===== src/rtl/core/gpio_port_registers_with_lock_defines.svh =====
// Assertion macros shared by the GPIO register bank
`ifndef GPIO_PORT_REGISTERS_WITH_LOCK_DEFINES_SVH
`define GPIO_PORT_REGISTERS_WITH_LOCK_DEFINES_SVH

// Condition in this cycle implies a consequence in the same cycle
`define GPL_ASSERT_NOW(label, clk, rst, ante, cons) \
   label: assert property (@(posedge clk) disable iff (rst) (ante) |-> (cons)) \
      else $error("gpl assertion failed");

// Condition in this cycle implies a consequence in the next cycle
`define GPL_ASSERT_NEXT(label, clk, rst, ante, cons) \
   label: assert property (@(posedge clk) disable iff (rst) (ante) |=> (cons)) \
      else $error("gpl assertion failed");

`endif


===== src/rtl/core/gpl_pkg.sv =====
package gpl_pkg;

   // Bus operation codes
   localparam logic [1:0] OP_READ       = 2'd0;
   localparam logic [1:0] OP_WRITE      = 2'd1;
   localparam logic [1:0] OP_SOFT_RESET = 2'd2;

   // Size of the decoded region in bytes
   localparam int RegionBytes = 1024;

   // Register byte offsets
   localparam logic [9:0] OFS_MODE     = 10'h000;
   localparam logic [9:0] OFS_OUT_TYPE = 10'h004;
   localparam logic [9:0] OFS_SPEED    = 10'h008;
   localparam logic [9:0] OFS_PULL     = 10'h00C;
   localparam logic [9:0] OFS_IN_DATA  = 10'h010;
   localparam logic [9:0] OFS_OUT_DATA = 10'h014;
   localparam logic [9:0] OFS_SET_RST  = 10'h018;
   localparam logic [9:0] OFS_LOCK     = 10'h01C;
   localparam logic [9:0] OFS_ALT_LOW  = 10'h020;
   localparam logic [9:0] OFS_ALT_HIGH = 10'h024;

   // Configuration register indexes
   localparam logic [1:0] CSR_MODE_RESET  = 2'd0;
   localparam logic [1:0] CSR_SPEED_RESET = 2'd1;
   localparam logic [1:0] CSR_PULL_RESET  = 2'd2;

   typedef struct packed {
      logic [1:0]  operation;
      logic [9:0]  byte_offset;
      logic [31:0] write_data;
   } req_payload_type;

   typedef struct packed {
      logic [31:0] read_data;
      logic [15:0] output_pins;
      logic        port_locked;
      logic        access_error;
   } rsp_payload_type;

   typedef struct packed {
      logic [31:0] mode;
      logic [31:0] speed;
      logic [31:0] pull;
   } reset_values_type;

endpackage


===== src/rtl/core/gpl_req_if.sv =====
interface gpl_req_if;
   logic        valid;
   logic        ready;
   logic [1:0]  operation;
   logic [9:0]  byte_offset;
   logic [31:0] write_data;

   modport source (output valid, output operation, output byte_offset, output write_data,
                   input ready);
   modport sink (input valid, input operation, input byte_offset, input write_data,
                 output ready);
endinterface


===== src/rtl/core/gpl_rsp_if.sv =====
interface gpl_rsp_if;
   logic        valid;
   logic        ready;
   logic [31:0] read_data;
   logic [15:0] output_pins;
   logic        port_locked;
   logic        access_error;

   modport source (output valid, output read_data, output output_pins, output port_locked,
                   output access_error, input ready);
   modport sink (input valid, input read_data, input output_pins, input port_locked,
                 input access_error, output ready);
endinterface


===== src/rtl/core/gpio_port_registers_with_lock.sv =====
// GPIO port register bank with configuration lock. Each request transaction is one 32-bit
// read, write or soft reset and yields exactly one response transaction carrying the read
// data, the output pins after the access, the lock status and an access error flag.
// A transaction is held in the input register and is decoded and applied to the bank as
// it moves to the output register, which offers its response; the move waits while the
// output register still holds a response that has not been taken. One transaction is
// taken every cycle while the response side keeps up.
// Lock sequence at offset 0x1C: write key 1, write key 0, write key 1, then read,
// all with the same pin mask; afterwards mode, type, speed, pull and alternate-function
// writes are dropped until reset. The csr_ registers only set values used by soft reset.
module gpio_port_registers_with_lock (
   input  logic        clock,
   input  logic        reset,
   gpl_req_if.sink     req_chan,
   gpl_rsp_if.source   rsp_chan,
   input  logic        csr_write_enable,
   input  logic [1:0]  csr_index,
   input  logic [31:0] csr_write_data
);

   gpl_pkg::reset_values_type rst_vals_ff;
   gpl_pkg::req_payload_type  req_ff;
   gpl_pkg::req_payload_type  req_in;
   gpl_pkg::rsp_payload_type  rsp_ff;
   gpl_pkg::rsp_payload_type  rsp_in;
   logic                      req_valid_ff;
   logic                      rsp_valid_ff;
   logic                      advance;
   logic                      take;

   // Capture configuration writes
   always_ff @(posedge clock) begin
      if (reset) begin
         rst_vals_ff <= '0;
      end else if (csr_write_enable) begin
         case (csr_index)
            gpl_pkg::CSR_MODE_RESET:  rst_vals_ff.mode  <= csr_write_data;
            gpl_pkg::CSR_SPEED_RESET: rst_vals_ff.speed <= csr_write_data;
            gpl_pkg::CSR_PULL_RESET:  rst_vals_ff.pull  <= csr_write_data;
            default:                  rst_vals_ff <= rst_vals_ff;
         endcase
      end
   end

   // Move a transaction out of the input register when the output register frees up
   assign advance        = req_valid_ff && (!rsp_valid_ff || rsp_chan.ready);
   assign req_chan.ready = !req_valid_ff || advance;
   assign take           = req_chan.valid && req_chan.ready;

   assign req_in.operation   = req_chan.operation;
   assign req_in.byte_offset = req_chan.byte_offset;
   assign req_in.write_data  = req_chan.write_data;

   gpl_bank u_bank (
      .clock    (clock),
      .reset    (reset),
      .proc     (advance),
      .req      (req_ff),
      .rst_vals (rst_vals_ff),
      .rsp      (rsp_in)
   );

   // Input and output registers
   always_ff @(posedge clock) begin
      if (reset) begin
         req_valid_ff <= 1'b0;
         rsp_valid_ff <= 1'b0;
      end else begin
         if (take) begin
            req_valid_ff <= 1'b1;
         end else if (advance) begin
            req_valid_ff <= 1'b0;
         end
         if (advance) begin
            rsp_valid_ff <= 1'b1;
         end else if (rsp_chan.ready) begin
            rsp_valid_ff <= 1'b0;
         end
      end
      if (take) begin
         req_ff <= req_in;
      end
      if (advance) begin
         rsp_ff <= rsp_in;
      end
   end

   assign rsp_chan.valid        = rsp_valid_ff;
   assign rsp_chan.read_data    = rsp_ff.read_data;
   assign rsp_chan.output_pins  = rsp_ff.output_pins;
   assign rsp_chan.port_locked  = rsp_ff.port_locked;
   assign rsp_chan.access_error = rsp_ff.access_error;

endmodule


===== src/rtl/core/gpl_bank.sv =====
`include "gpio_port_registers_with_lock_defines.svh"

module gpl_bank (
   input  logic                      clock,
   input  logic                      reset,
   input  logic                      proc,
   input  gpl_pkg::req_payload_type  req,
   input  gpl_pkg::reset_values_type rst_vals,
   output gpl_pkg::rsp_payload_type  rsp
);

   typedef enum logic [2:0] {
      PH_FIRST,
      PH_SECOND,
      PH_THIRD,
      PH_READ,
      PH_LOCKED
   } lock_phase_type;

   logic [31:0]    mode_ff, mode_in;
   logic [15:0]    out_type_ff, out_type_in;
   logic [31:0]    speed_ff, speed_in;
   logic [31:0]    pull_ff, pull_in;
   logic [15:0]    out_data_ff, out_data_in;
   logic [16:0]    lock_word_ff, lock_word_in;
   logic [31:0]    alt_low_ff, alt_low_in;
   logic [31:0]    alt_high_ff, alt_high_in;
   lock_phase_type phase_ff, phase_in;

   logic        locked;
   logic        in_range;
   logic        key;
   logic [15:0] mask;
   logic [31:0] rd;
   logic        err;

   assign locked   = (phase_ff == PH_LOCKED);
   assign in_range = ({3'b000, req.byte_offset} < 13'(gpl_pkg::RegionBytes));
   assign key      = req.write_data[16];
   assign mask     = req.write_data[15:0];

   // Decode the transaction and work out next state and read data
   always_comb begin
      mode_in      = mode_ff;
      out_type_in  = out_type_ff;
      speed_in     = speed_ff;
      pull_in      = pull_ff;
      out_data_in  = out_data_ff;
      lock_word_in = lock_word_ff;
      alt_low_in   = alt_low_ff;
      alt_high_in  = alt_high_ff;
      phase_in     = phase_ff;
      rd           = '0;
      err          = 1'b0;
      if (proc) begin
         case (req.operation)
            gpl_pkg::OP_SOFT_RESET: begin
               mode_in      = rst_vals.mode;
               out_type_in  = '0;
               speed_in     = rst_vals.speed;
               pull_in      = rst_vals.pull;
               out_data_in  = '0;
               lock_word_in = '0;
               alt_low_in   = '0;
               alt_high_in  = '0;
               phase_in     = PH_FIRST;
            end
            gpl_pkg::OP_READ: begin
               if (!in_range) begin
                  err = 1'b1;
               end else begin
                  case (req.byte_offset)
                     gpl_pkg::OFS_MODE:     rd = mode_ff;
                     gpl_pkg::OFS_OUT_TYPE: rd = {16'h0000, out_type_ff};
                     gpl_pkg::OFS_SPEED:    rd = speed_ff;
                     gpl_pkg::OFS_PULL:     rd = pull_ff;
                     gpl_pkg::OFS_OUT_DATA: rd = {16'h0000, out_data_ff};
                     gpl_pkg::OFS_SET_RST:  err = 1'b1;
                     gpl_pkg::OFS_LOCK: begin
                        // a read of the lock word completes or breaks the key
                        rd = {15'h0000, lock_word_ff};
                        case (phase_ff)
                           PH_FIRST:  phase_in = PH_FIRST;
                           PH_LOCKED: phase_in = PH_LOCKED;
                           PH_READ:   phase_in = PH_LOCKED;
                           default:   phase_in = PH_FIRST;
                        endcase
                     end
                     gpl_pkg::OFS_ALT_LOW:  rd = alt_low_ff;
                     gpl_pkg::OFS_ALT_HIGH: rd = alt_high_ff;
                     default:               rd = '0;
                  endcase
               end
            end
            gpl_pkg::OP_WRITE: begin
               if (!in_range) begin
                  err = 1'b1;
               end else begin
                  case (req.byte_offset)
                     gpl_pkg::OFS_MODE:     if (!locked) mode_in = req.write_data;
                     gpl_pkg::OFS_OUT_TYPE: if (!locked) out_type_in = mask;
                     gpl_pkg::OFS_SPEED:    if (!locked) speed_in = req.write_data;
                     gpl_pkg::OFS_PULL:     if (!locked) pull_in = req.write_data;
                     gpl_pkg::OFS_IN_DATA:  err = 1'b1;
                     gpl_pkg::OFS_OUT_DATA: out_data_in = mask;
                     // set half wins over clear half
                     gpl_pkg::OFS_SET_RST:
                        out_data_in = (out_data_ff & ~mask) | req.write_data[31:16];
                     gpl_pkg::OFS_LOCK: begin
                        if (!locked) begin
                           if (phase_ff != PH_FIRST && lock_word_ff[15:0] != mask) begin
                              phase_in = PH_FIRST;
                           end else begin
                              case (phase_ff)
                                 PH_FIRST: begin
                                    if (key) begin
                                       lock_word_in = {1'b1, mask};
                                       phase_in     = PH_SECOND;
                                    end
                                 end
                                 PH_SECOND: begin
                                    if (key) begin
                                       phase_in = PH_FIRST;
                                    end else begin
                                       lock_word_in = {1'b0, mask};
                                       phase_in     = PH_THIRD;
                                    end
                                 end
                                 PH_THIRD: begin
                                    if (!key) begin
                                       phase_in = PH_FIRST;
                                    end else begin
                                       lock_word_in = {1'b1, mask};
                                       phase_in     = PH_READ;
                                    end
                                 end
                                 default: phase_in = PH_FIRST;
                              endcase
                           end
                        end
                     end
                     gpl_pkg::OFS_ALT_LOW:  if (!locked) alt_low_in = req.write_data;
                     gpl_pkg::OFS_ALT_HIGH: if (!locked) alt_high_in = req.write_data;
                     default:               rd = '0;
                  endcase
               end
            end
            default: rd = '0;
         endcase
      end
   end

   // Result reflects the state after this transaction
   assign rsp.read_data    = rd;
   assign rsp.output_pins  = out_data_in;
   assign rsp.port_locked  = (phase_in == PH_LOCKED);
   assign rsp.access_error = err;

   // Hold the bank registers
   always_ff @(posedge clock) begin
      if (reset) begin
         mode_ff      <= '0;
         out_type_ff  <= '0;
         speed_ff     <= '0;
         pull_ff      <= '0;
         out_data_ff  <= '0;
         lock_word_ff <= '0;
         alt_low_ff   <= '0;
         alt_high_ff  <= '0;
         phase_ff     <= PH_FIRST;
      end else begin
         mode_ff      <= mode_in;
         out_type_ff  <= out_type_in;
         speed_ff     <= speed_in;
         pull_ff      <= pull_in;
         out_data_ff  <= out_data_in;
         lock_word_ff <= lock_word_in;
         alt_low_ff   <= alt_low_in;
         alt_high_ff  <= alt_high_in;
         phase_ff     <= phase_in;
      end
   end

   // Lock holds until a soft reset
   `GPL_ASSERT_NEXT(a_lock_sticky, clock, reset,
      locked && !(proc && req.operation == gpl_pkg::OP_SOFT_RESET), phase_ff == PH_LOCKED)
   // Mode write is dropped while locked
   `GPL_ASSERT_NEXT(a_mode_frozen, clock, reset,
      locked && proc && req.operation == gpl_pkg::OP_WRITE, $stable(mode_ff))
   // Lock is entered only from the read phase
   `GPL_ASSERT_NOW(a_lock_entry, clock, reset,
      phase_ff == PH_LOCKED && $past(phase_ff) != PH_LOCKED, $past(phase_ff) == PH_READ)

endmodule

===== src/flat_wrapper.sv =====
// flat-port wrapper written by rule: the top's interface ports become plain ports
module gpio_port_registers_with_lock_flat 
  (clock, reset, csr_write_enable, csr_index, csr_write_data, req_chan_valid, req_chan_operation, req_chan_byte_offset, req_chan_write_data, req_chan_ready, rsp_chan_valid, rsp_chan_read_data, rsp_chan_output_pins, rsp_chan_port_locked, rsp_chan_access_error, rsp_chan_ready);
  gpl_req_if req_chan_i ();
  gpl_rsp_if rsp_chan_i ();
  input  logic clock;
  input  logic reset;
  input  logic csr_write_enable;
  input  logic [1:0] csr_index;
  input  logic [31:0] csr_write_data;
  input wire logic [$bits(req_chan_i.valid)-1:0] req_chan_valid;
  input wire logic [$bits(req_chan_i.operation)-1:0] req_chan_operation;
  input wire logic [$bits(req_chan_i.byte_offset)-1:0] req_chan_byte_offset;
  input wire logic [$bits(req_chan_i.write_data)-1:0] req_chan_write_data;
  output wire logic [$bits(req_chan_i.ready)-1:0] req_chan_ready;
  output wire logic [$bits(rsp_chan_i.valid)-1:0] rsp_chan_valid;
  output wire logic [$bits(rsp_chan_i.read_data)-1:0] rsp_chan_read_data;
  output wire logic [$bits(rsp_chan_i.output_pins)-1:0] rsp_chan_output_pins;
  output wire logic [$bits(rsp_chan_i.port_locked)-1:0] rsp_chan_port_locked;
  output wire logic [$bits(rsp_chan_i.access_error)-1:0] rsp_chan_access_error;
  input wire logic [$bits(rsp_chan_i.ready)-1:0] rsp_chan_ready;
  assign req_chan_i.valid = req_chan_valid;
  assign req_chan_i.operation = req_chan_operation;
  assign req_chan_i.byte_offset = req_chan_byte_offset;
  assign req_chan_i.write_data = req_chan_write_data;
  assign req_chan_ready = req_chan_i.ready;
  assign rsp_chan_valid = rsp_chan_i.valid;
  assign rsp_chan_read_data = rsp_chan_i.read_data;
  assign rsp_chan_output_pins = rsp_chan_i.output_pins;
  assign rsp_chan_port_locked = rsp_chan_i.port_locked;
  assign rsp_chan_access_error = rsp_chan_i.access_error;
  assign rsp_chan_i.ready = rsp_chan_ready;
  gpio_port_registers_with_lock u_core (.clock(clock), .reset(reset), .req_chan(req_chan_i), .rsp_chan(rsp_chan_i), .csr_write_enable(csr_write_enable), .csr_index(csr_index), .csr_write_data(csr_write_data));
endmodule

===== config.mk =====
export PLATFORM = sky130hd
export DESIGN_NAME = gpio_port_registers_with_lock_flat
export DESIGN_NICKNAME = d
export VERILOG_FILES = /design/src/rtl/core/gpl_pkg.sv /design/src/rtl/core/gpl_req_if.sv /design/src/rtl/core/gpl_rsp_if.sv /design/src/rtl/core/gpio_port_registers_with_lock.sv /design/src/rtl/core/gpl_bank.sv /design/src/flat_wrapper.sv
export VERILOG_INCLUDE_DIRS = /design/src /design/src/rtl/core
export SDC_FILE = /design/constraint.sdc
export NUM_CORES = 1
export LEC_CHECK = 0
export BUFFER_PORTS_ARGS = -buffer_cell sky130_fd_sc_hd__buf_2
export CORE_MARGIN = 2
export CORE_UTILIZATION = 60
export DETAILED_ROUTE_END_ITERATION = 10
export PLACE_DENSITY = 0.77
export SYNTH_ARGS = -nofsm -noshare
export SYNTH_HDL_FRONTEND = slang
export SYNTH_SLANG_ARGS = --single-unit

===== constraint.sdc =====
create_clock -name clock -period 4.9 [get_ports clock]
set_clock_uncertainty 0.2 [all_clocks]
set_input_delay 0.98 -clock clock [delete_from_list [all_inputs] [get_ports clock]]
set_output_delay 0.98 -clock clock [all_outputs]
set_load 0.1 [all_outputs]

==> results.md, run 1 <==
* Routed wire length at 48400 um
* Drt wl/cell at 21.0 um
* Final TNS setup at 0 ns
* Crit-path max cell delay at 0.70 ns
* Main synth FF type: dfxtp_1
* CP endpoint kind: flop
* DP Wirelength at 31900 um
* Clock Path Buffers at 3
* Cts hold-fix bufs at 0
* Synth area leaders: dfxtp_1 37%, edfxtp_1 17%, nand2_1 7.6%
* Yosys warning total at 0
* Initial drt markers at 1945
* I/O Buffers at 134
* Peak VDD IR at 229 uV
* Status: finished clean
* DRT Pass-1 Iters at 8
* Clk sink count at 404
* Synth top area share at 36.7%
* Die height at 172 um
* Final Hold Fails at 0
* Die width at 172 um
* # IOs at 135
* CP bufs+invs at 2
* Pre-CTS setup slack at 1.38 ns
* Crit path max fanout at 40
* GPL Wtd Cong at 0.877
* Initial Utilization at 60.9%
* Slew Limit Fails at 0
* Worst slew margin at 22.2%
* Unique cell type count in the Yosys netlist at 56
* Synth Instances at 1853
* Area of the multi-input gates at 0.00726 mm^2
* Final net count at 1980
* # rows at 61
* Ant diodes at 0
* Core region area at 0.0278 mm^2
* Global Route Usage Sum at 32.4%
* Vias at 14391
* Clock-pin transition on the worst setup and hold timing paths at 0.06 ns
* DIE AREA at 0.0296 mm^2
* First-pass GRT wire length at 74300 um
* Share of layout cells above drive strength 1 at 12.5%
* Count leader, synth: nand2_1
* Seq cells post-synth at 404
* Post-synthesis sequential area ratio at 53.3%
* Asr flop ratio synth at 0%
* Data arrival, critical path at 3.78 ns
* Clk root buf: clkbuf_16
* CP Launch Type: flop
* Worst path cell trace: inv_1 -> ha_4 -> nor2_1 -> a2111o_1 -> a21oi_4 -> buf_4 -> nor2_1 -> a211oi_1
* FF/Latch Area at 0.00903 mm^2
* Leak at 6.55 nW
* Vias in the first global route at 13087
* Initial antenna violation count at 3
* Synth Cell Area at 0.0169 mm^2
* Worst Max-Slew Pin Slew at 1.16 ns
* Required time of the critical path at 5.14 ns
* Postcts setup bufs at 0
* CTS H-tree lvls at 2
* Max frequency at 283 MHz
* Layout area overhead at 12.4%
* Synth top cells by count: 344 x nand2_1, 310 x dfxtp_1, 251 x a21oi_1
* Post-synth EDFFs at 94
* Delay-heaviest family, CP: compound AO/OA/AOI/OAI gates
* Syn_nets at 1940
* Slowest stage cell on the critical path: a21oi_4
* Drc violations at 0
* Fin crit period at 3.54 ns
* FILL cells at 2311
* Worst path most repeated cell: nor2_1
* Largest net degree at the start of global routing at 136
* Setup ws final at 1.36 ns
* Final setup fails at 0
* Post-synth top area cell: dfxtp_1
* Pwr Density at 376 mW/mm^2
* Skew-Pair Late Insertion Delay at 0.54 ns
* Total of max-cap violations at 0
* Synth Area per Inst at 9.14 um^2
* Period utilization at 72.2%
* Gr ovfl total at 0
* TritonCTS clock tree: built
* Setup Crit Path Kind: reg2reg
* TritonCTS buffer count at 42
* Routed vias/inst at 6.25
* Routed Antenna Nets at 0
* Min-delay worst type: reg2reg
* RSZ-0062 raised after global routing: no
* Post-cts sizing count at 0
logic make-up after synthesis:
logic type / count (synthesis) / synth area share, %
compound gates: 518 / 19.9
xor+xnor: 16 / 0.828
fa+ha+maj: 4 / 0.296
buf+inv: 186 / 4.43
flops: 404 / 53.3
mux: 84 / 4.97
simple gates: 641 / 16.2
worst paths after layout:
kind                                       startpoint                                       to  slack, ns  cells after the start
setup reg to reg          u_core.req_ff[43]$_DFFE_PP_  u_core.u_bank.speed_ff[25]$_SDFFE_PP0P_       1.36                      8
hold reg to reg   u_core.rst_vals_ff[90]$_SDFFE_PP0P_      u_core.rst_vals_ff[90]$_SDFFE_PP0P_       0.25                      2
hold / removal    u_core.rst_vals_ff[90]$_SDFFE_PP0P_      u_core.rst_vals_ff[90]$_SDFFE_PP0P_       0.25                      2
setup / recovery          u_core.req_ff[43]$_DFFE_PP_  u_core.u_bank.speed_ff[25]$_SDFFE_PP0P_       1.36                      8
state kept, by name, indices dropped and copies added, names as in the netlist, 17 cells and up:
register                    flops
u_core.u_bank.alt_high_ff      32
u_core.u_bank.lock_word_ff     17
u_core.rst_vals_ff             96
u_core.u_bank.pull_ff          32
u_core.u_bank.speed_ff         32
u_core.req_ff                  44
u_core.u_bank.alt_low_ff       32
u_core.rsp_chan.read_data      32
u_core.u_bank.mode_ff          32
cell type report:
type | instances | share of cell area, %
clock inverter | 7 | 0.210
inverter | 21 | 0.414
timing repair buffer | 161 | 4.71
tap | 378 | 2.49
multi-input combinational | 1263 | 38.1
sequential | 404 | 47.5
clock buffer | 68 | 6.57
worst reg2reg max path, stage by stage (launching register included):
cell and delay [ns]:
edfxtp_1 0.42, inv_1 0.14, ha_4 0.55, nor2_1 0.13
a2111o_1 0.65, a21oi_4 0.70, buf_4 0.38, nor2_1 0.07
a211oi_1 0.22
cells in the final DEF, fill, tap and decap left out, drive strengths merged, types with 17 or more instances in the layout:
| cell | synthesis | final |
|---|---|---|
| nand2 | 344 | 344 |
| dfxtp | 310 | 310 |
| a21oi | 254 | 254 |
| nor2 | 166 | 166 |
| buf | 30 | 161 |
| a211oi | 96 | 96 |
| edfxtp | 94 | 94 |
| mux2i | 83 | 83 |
| clkbuf | 135 | 68 |
| a22oi | 57 | 57 |
| nand3 | 39 | 39 |
| a31oi | 23 | 23 |
| inv | 21 | 23 |
| nand2b | 18 | 18 |
| a22o | 18 | 18 |
| a211o | 17 | 17 |
| and3 | 17 | 17 |
power breakdown:
group / internal (mW) / leakage (nW) / total (mW) / switching (mW)
Combinational: 0.152 / 2.47 / 0.532 / 0.380
Clock: 1.74 / 0.631 / 3.01 / 1.26
Sequential: 3.52 / 3.45 / 3.61 / 0.0972
metal layers:
| layer | vias to the layer above | track usage [%] | part of all wire, % |
|---|---|---|---|
| met5 | - | 0 | 0.041 |
| li1 | 6692 | - | - |
| met2 | 814 | 47.2 | 43 |
| met1 | 6781 | 47.7 | 43 |
| met4 | 4 | 12.7 | 3.1 |
| met3 | 100 | 5.81 | 10 |
per-stage QoR:
step           hold slack [ns]  power [mW]  cells  utilization, %  instance area [um^2]
5_1_grt                  0.273        7.37   2302            68.5                 19000
2_1_floorplan            0.236        4.03   1853               -                 16900
4_1_cts                  0.254        7.16   2302            68.5                 19000
6_report                 0.253        7.15   2302            68.5                 19000
3_5_place_dp             0.247        4.20   2227            63.8                 17700
3_3_place_gp             0.242        4.19   2227            63.8                 17700
No activity file was read; power rests on OpenSTA's default activity.
==> run 2: changes to the inputs <==
Clock period 4.9 ns to 3.7 ns, I/O delays scaled along.
==> results.md, run 2 (synthesis results as in run 1) <==
* Die width at 172 um
* Non-Filler Instances at 2322
* Postcts setup bufs at 0
* TritonCTS buffer count at 41
* Post-cts sizing count at 0
* Clock Path Buffers at 3
* Final Hold Fails at 0
* Hold_ws at 0.176 ns
* Fin util at 69.4%
* RR Startpoint: u_core.req_ff[41]$_DFFE_PP_
* Vias in the first global route at 13457
* Fin crit period at 3.05 ns
* Final TNS setup at 0 ns
* Initial Utilization at 60.9%
* Clock-pin transition on the worst setup and hold timing paths at 0.06 ns
* CTS H-tree lvls at 2
* Setup Crit Path Kind: reg2reg
* Final net count at 1998
* First-pass GRT wire length at 76800 um
* Drc violations at 0
* DIE AREA at 0.0296 mm^2
* Placed Cells at 2246
* Worst Reg-to-Reg Cells at 7
* CP endpoint kind: flop
* Routed wire length at 50100 um
* Slew Limit Fails at 0
* Layout area overhead at 14.0%
* I/O Buffers at 134
* Pre-CTS setup slack at 0.697 ns
* Most common cell after layout, fill and taps aside: nand2_1
* Pwr Density at 506 mW/mm^2
* Fin area at 0.0193 mm^2
* Initial drt markers at 1946
* Gr ovfl total at 0
* Hold Startpoint: req_chan_write_data[25]
* Skew-Pair Late Insertion Delay at 0.54 ns
* Die height at 172 um
* # IOs at 135
* Placed inst area at 0.0179 mm^2
* Status: finished clean
* Crit path max fanout at 18
* Clk root buf: clkbuf_16
* Setup ws final at 0.646 ns
* Total of max-cap violations at 0
* Share of layout cells above drive strength 1 at 13.9%
* RSZ-0062 raised after global routing: no
* FF-to-FF End: u_core.rsp_chan.output_pins[14]$_DFFE_PP_
* # rows at 61
* Worst slew margin at 23.4%
* Pwr Total at 9.77 mW
* Routed vias/inst at 6.29
* GPL Wtd Cong at 0.940
* Initial antenna violation count at 3
* Drt wl/cell at 21.6 um
* CP Launch Type: flop
* Routed Antenna Nets at 0
* Largest net degree at the start of global routing at 151
* Final setup fails at 0
* Period utilization at 82.5%
* TritonCTS clock tree: built
* Data arrival, critical path at 3.11 ns
* Worst Max-Slew Pin Slew at 1.15 ns
* DP Wirelength at 32500 um
* Leak at 6.72 nW
* Launching element of the worst setup path: u_core.req_ff[41]$_DFFE_PP_
* Most frequent cells in the layout: 344 x nand2_1, 310 x dfxtp_1, 249 x a21oi_1
* Min-delay worst type: in2reg
* Hold endpoint: u_core.req_ff[25]$_DFFE_PP_
* Peak VDD IR at 319 uV
* Core region area at 0.0278 mm^2
* Top reg by flops: u_core.rst_vals_ff
* Cts hold-fix bufs at 0
* Required time of the critical path at 3.75 ns
* R2R Setup Slk at 0.65 ns
* DRT Pass-1 Iters at 6
* Clk sink count at 404
* Hold path depth at 1
* Max frequency at 327 MHz
* Global Route Usage Sum at 33.6%
* Top flop regs: u_core.rst_vals_ff x96, u_core.req_ff x44
* Max reg flops at 96
* Vias at 14611
* FILL cells at 2224
## run 2: where the power goes
group	total, mW	switching, mW	internal [mW]
Sequential	4.78	0.128	4.66
Clock	4.26	1.73	2.53
Combinational	0.722	0.514	0.208
Total	9.77	2.37	7.40
## run 2: cell type report
class                   count  area [um^2]  share of cell area [%]
well taps                 378          473                    2.45
inverters                  21         78.8                   0.409
repair buffers            180         1070                    5.57
diodes                      1         2.50                  0.0130
multi-input cells        1263         7240                    37.5
clock inverters            16          168                   0.869
flip-flops and latches    404         9030                    46.8
clock buffers              59         1230                    6.37
## run 2: worst max-delay path: stages (launching register included)
cell	delay, ns
edfxtp_1	0.40
nor4_2	0.55
buf_4	0.30
nand3_1	0.09
buf_4	0.25
a211o_1	0.57
o311ai_0	0.25
nand2_1	0.16
## run 2: worst max path at each step
stage / endpoint / slack [ns] / depth (start not counted)
2_1_floorplan: u_core.req_ff[0]$_DFFE_PP_ / 0.10 / 4
3_3_place_gp: u_core.rsp_chan.output_pins[14]$_DFFE_PP_ / 0.72 / 7
3_5_place_dp: u_core.u_bank.speed_ff[23]$_SDFFE_PP0P_ / 0.70 / 7
4_1_cts: u_core.rsp_chan.output_pins[14]$_DFFE_PP_ / 0.68 / 7
5_1_grt: u_core.rsp_chan.output_pins[14]$_DFFE_PP_ / 0.51 / 7
6_report: u_core.rsp_chan.output_pins[14]$_DFFE_PP_ / 0.65 / 7
## run 2: routing by layer
| metal | vias up | global-route usage, % | routed length [um] |
|---|---|---|---|
| met4 | 0 | 11.3 | 1560 |
| met1 | 6941 | 48.1 | 21200 |
| met5 | - | 0 | 0 |
| met2 | 823 | 51.4 | 22000 |
| li1 | 6727 | - | - |
| met3 | 120 | 6.34 | 5430 |
==> run 3: changes to the inputs <==
Settings changed: ABC_AREA from default to 1, CORE_UTILIZATION 60 to 54, PLACE_DENSITY 0.77 to 0.73.
Clock period 3.7 ns to 2.76 ns, I/O delays scaled along.
==> results.md, run 3 <==
* Post-synthesis xor/xnor area fraction at 0%
* Seq cells post-synth at 404
* Syn_nets at 2188
* DRT Pass-1 Iters at 5
* Data arrival, critical path at 2.78 ns
* Status: finished clean
* Net Switching at 3.33 mW
* Postcts setup bufs at 0
* Clk network pwr share at 42.7%
* Met1 global-route usage at 44.0%
* Setup ws final at 0.244 ns
* GPL Wtd Cong at 0.896
* Initial drt markers at 1779
* Routed vias/inst at 5.70
* Clock Path Buffers at 3
* Hold Startpoint: csr_write_data[23]
* Pwr Total at 13.4 mW
* Slew Limit Fails at 0
* Synth Area per Inst at 7.95 um^2
* Die height at 180 um
* FILL cells at 2583
* Drc violations at 0
* Setup Crit Path Kind: reg2reg
* Area of the multi-input gates at 0.00661 mm^2
* Clk root buf: clkbuf_16
* Final Hold Fails at 0
* I/O Buffers at 134
* Initial Utilization at 54.7%
* Final setup fails at 0
* Count leader, synth: nand2_1
* Post-synthesis sequential area ratio at 54.1%
* Share of layout cells above drive strength 1 at 12.5%
* Die width at 180 um
* Synth top cells by count: 371 x nand2_1, 310 x dfxtp_1, 301 x a21oi_1
* Period utilization at 91.2%
* Final TNS setup at 0 ns
* # rows at 64
* # IOs at 135
* Pre-CTS setup slack at 0.119 ns
* Synth Area in Compound Gates at 20.2%
* Placed Cells at 2542
* First-pass GRT wire length at 77100 um
* Required time of the critical path at 3.02 ns
* Post-Synth Simple-Gate Area at 18.8%
* Adder-cell share of the synthesized area at 0.300%
* Layout area overhead at 17.8%
* Core region area at 0.0305 mm^2
* Worst slew margin at 41.5%
* Fin crit period at 2.52 ns
* TritonCTS buffer count at 43
* Most frequent cells in the layout: 369 x nand2_1, 309 x dfxtp_1, 300 x a21oi_1
* RR Startpoint: u_core.req_ff[41]$_DFFE_PP_
* Clock-pin transition on the worst setup and hold timing paths at 0.06 ns
* Initial antenna violation count at 5
* Met3 GRT Util at 5.25%
* Hold_ws at 0.0741 ns
* Non-Filler Instances at 2666
* Drt wl/cell at 18.1 um
* Crit path max fanout at 64
* Top reg by flops: u_core.rst_vals_ff
* Post-synth EDFFs at 94
* Routed wire length at 48300 um
* Gr ovfl total at 0
* DIE AREA at 0.0323 mm^2
* Synth top area share at 37.2%
* Launching element of the worst setup path: u_core.req_ff[41]$_DFFE_PP_
* TritonCTS clock tree: built
* Global Route Usage Sum at 29.4%
* Unique cell type count in the Yosys netlist at 33
* Vias at 15209
* CTS H-tree lvls at 2
* Final net count at 2322
* Gr busiest metal: met1
* DP Wirelength at 30800 um
* Min-delay worst type: in2reg
* Sequential share of power at 48.6%
* Leak at 7.95 nW
* FF/Latch Area at 0.00903 mm^2
* Placed inst area at 0.0178 mm^2
* Part of the power in combinational logic at 8.7%
* Top flop regs: u_core.rst_vals_ff x96, u_core.req_ff x44
* Max frequency at 397 MHz
* Post-synthesis mux area share at 0%
* M2 GR Usage at 42.0%
* Skew-Pair Late Insertion Delay at 0.55 ns
* Worst Max-Slew Pin Slew at 0.877 ns
* Post-synth top area cell: dfxtp_1
* Vias in the first global route at 14087
* Clk sink count at 404
* Total of max-cap violations at 0
* Peak VDD IR at 423 uV
* Max reg flops at 96
* Cell Int Power at 10.1 mW
* Fin area at 0.0197 mm^2
* Synth area leaders: dfxtp_1 37%, edfxtp_1 17%, a21oi_1 9.0%
* Fin util at 64.5%
* Yosys warning total at 0
* Combinational family with the most area after synthesis: compound AO/OA/AOI/OAI gates
* Asr flop ratio synth at 0%
* Synth Instances at 2101
* Routed Antenna Nets at 0
* Synth Cell Area at 0.0167 mm^2
* Most common cell after layout, fill and taps aside: nand2_1
* RSZ-0062 raised after global routing: no
* Pwr Density at 682 mW/mm^2
* CP Launch Type: flop
* Main synth FF type: dfxtp_1
* CP endpoint kind: flop
* Largest net degree at the start of global routing at 89
* Switching Fraction at 24.9%
[run 3: power groups by stage]
stage	Combinational, mW	Sequential (mW)	Clock (mW)
after global placement	1.08	6.63	0
after floorplan	0.562	6.81	0
after global routing	1.28	6.54	6.02
final	1.17	6.51	5.73
after detailed placement	1.10	6.63	0
after CTS	1.15	6.51	5.78
[run 3: worst paths after layout]
path,slack [ns],endpoint,cells after the start
setup / recovery,0.24,u_core.u_bank.mode_ff[6]$_SDFFE_PP0P_,10
hold / removal,0.07,u_core.rst_vals_ff[87]$_SDFFE_PP0P_,3
setup reg to reg,0.24,u_core.u_bank.mode_ff[6]$_SDFFE_PP0P_,10
hold reg to reg,0.24,u_core.rst_vals_ff[7]$_SDFFE_PP0P_,2
[run 3: critical path, cell delays in order, from the launching register on]
cell and delay, ns:
edfxtp_1 0.36, inv_1 0.09, nand2_2 0.15, nor2_1 0.12
nand3_1 0.16, nor2_2 0.28, o21ai_0 0.13, clkinv_1 0.06
buf_4 0.51, o21ai_0 0.19, a21oi_1 0.15
[run 3: repair_timing]
item	CTS	global route
endpoints found under the setup margin	0	14
hold endpoints to repair	44	0
hold buffers	44	0
gates resized for setup	0	3
[run 3: area by class of cell]
class / instances / share of cell area, %
sequential: 404 / 45.9
clock buffer: 62 / 6.29
multi-input combinational: 1417 / 33.6
timing repair buffer: 224 / 7.97
inverter: 145 / 2.82
antenna: 2 / 0.0254
tap: 396 / 2.52
clock inverter: 16 / 0.858
[run 3: cell families (layout without fill, tap and decap cells)]
family | Yosys count | in the layout
other | 0 | 2
adders and majority gates | 4 | 4
DFF | 404 | 404
AOI/OAI and AO/OA | 647 | 647
and+or+nand+nor | 766 | 766
buffers and inverters | 280 | 447
[run 3: routing by layer]
| layer | wire length, um | vias up |
|---|---|---|
| met5 | 32 | - |
| met4 | 1810 | 6 |
| met3 | 4360 | 92 |
| met2 | 19900 | 714 |
| met1 | 22200 | 7061 |
| li1 | - | 7336 |
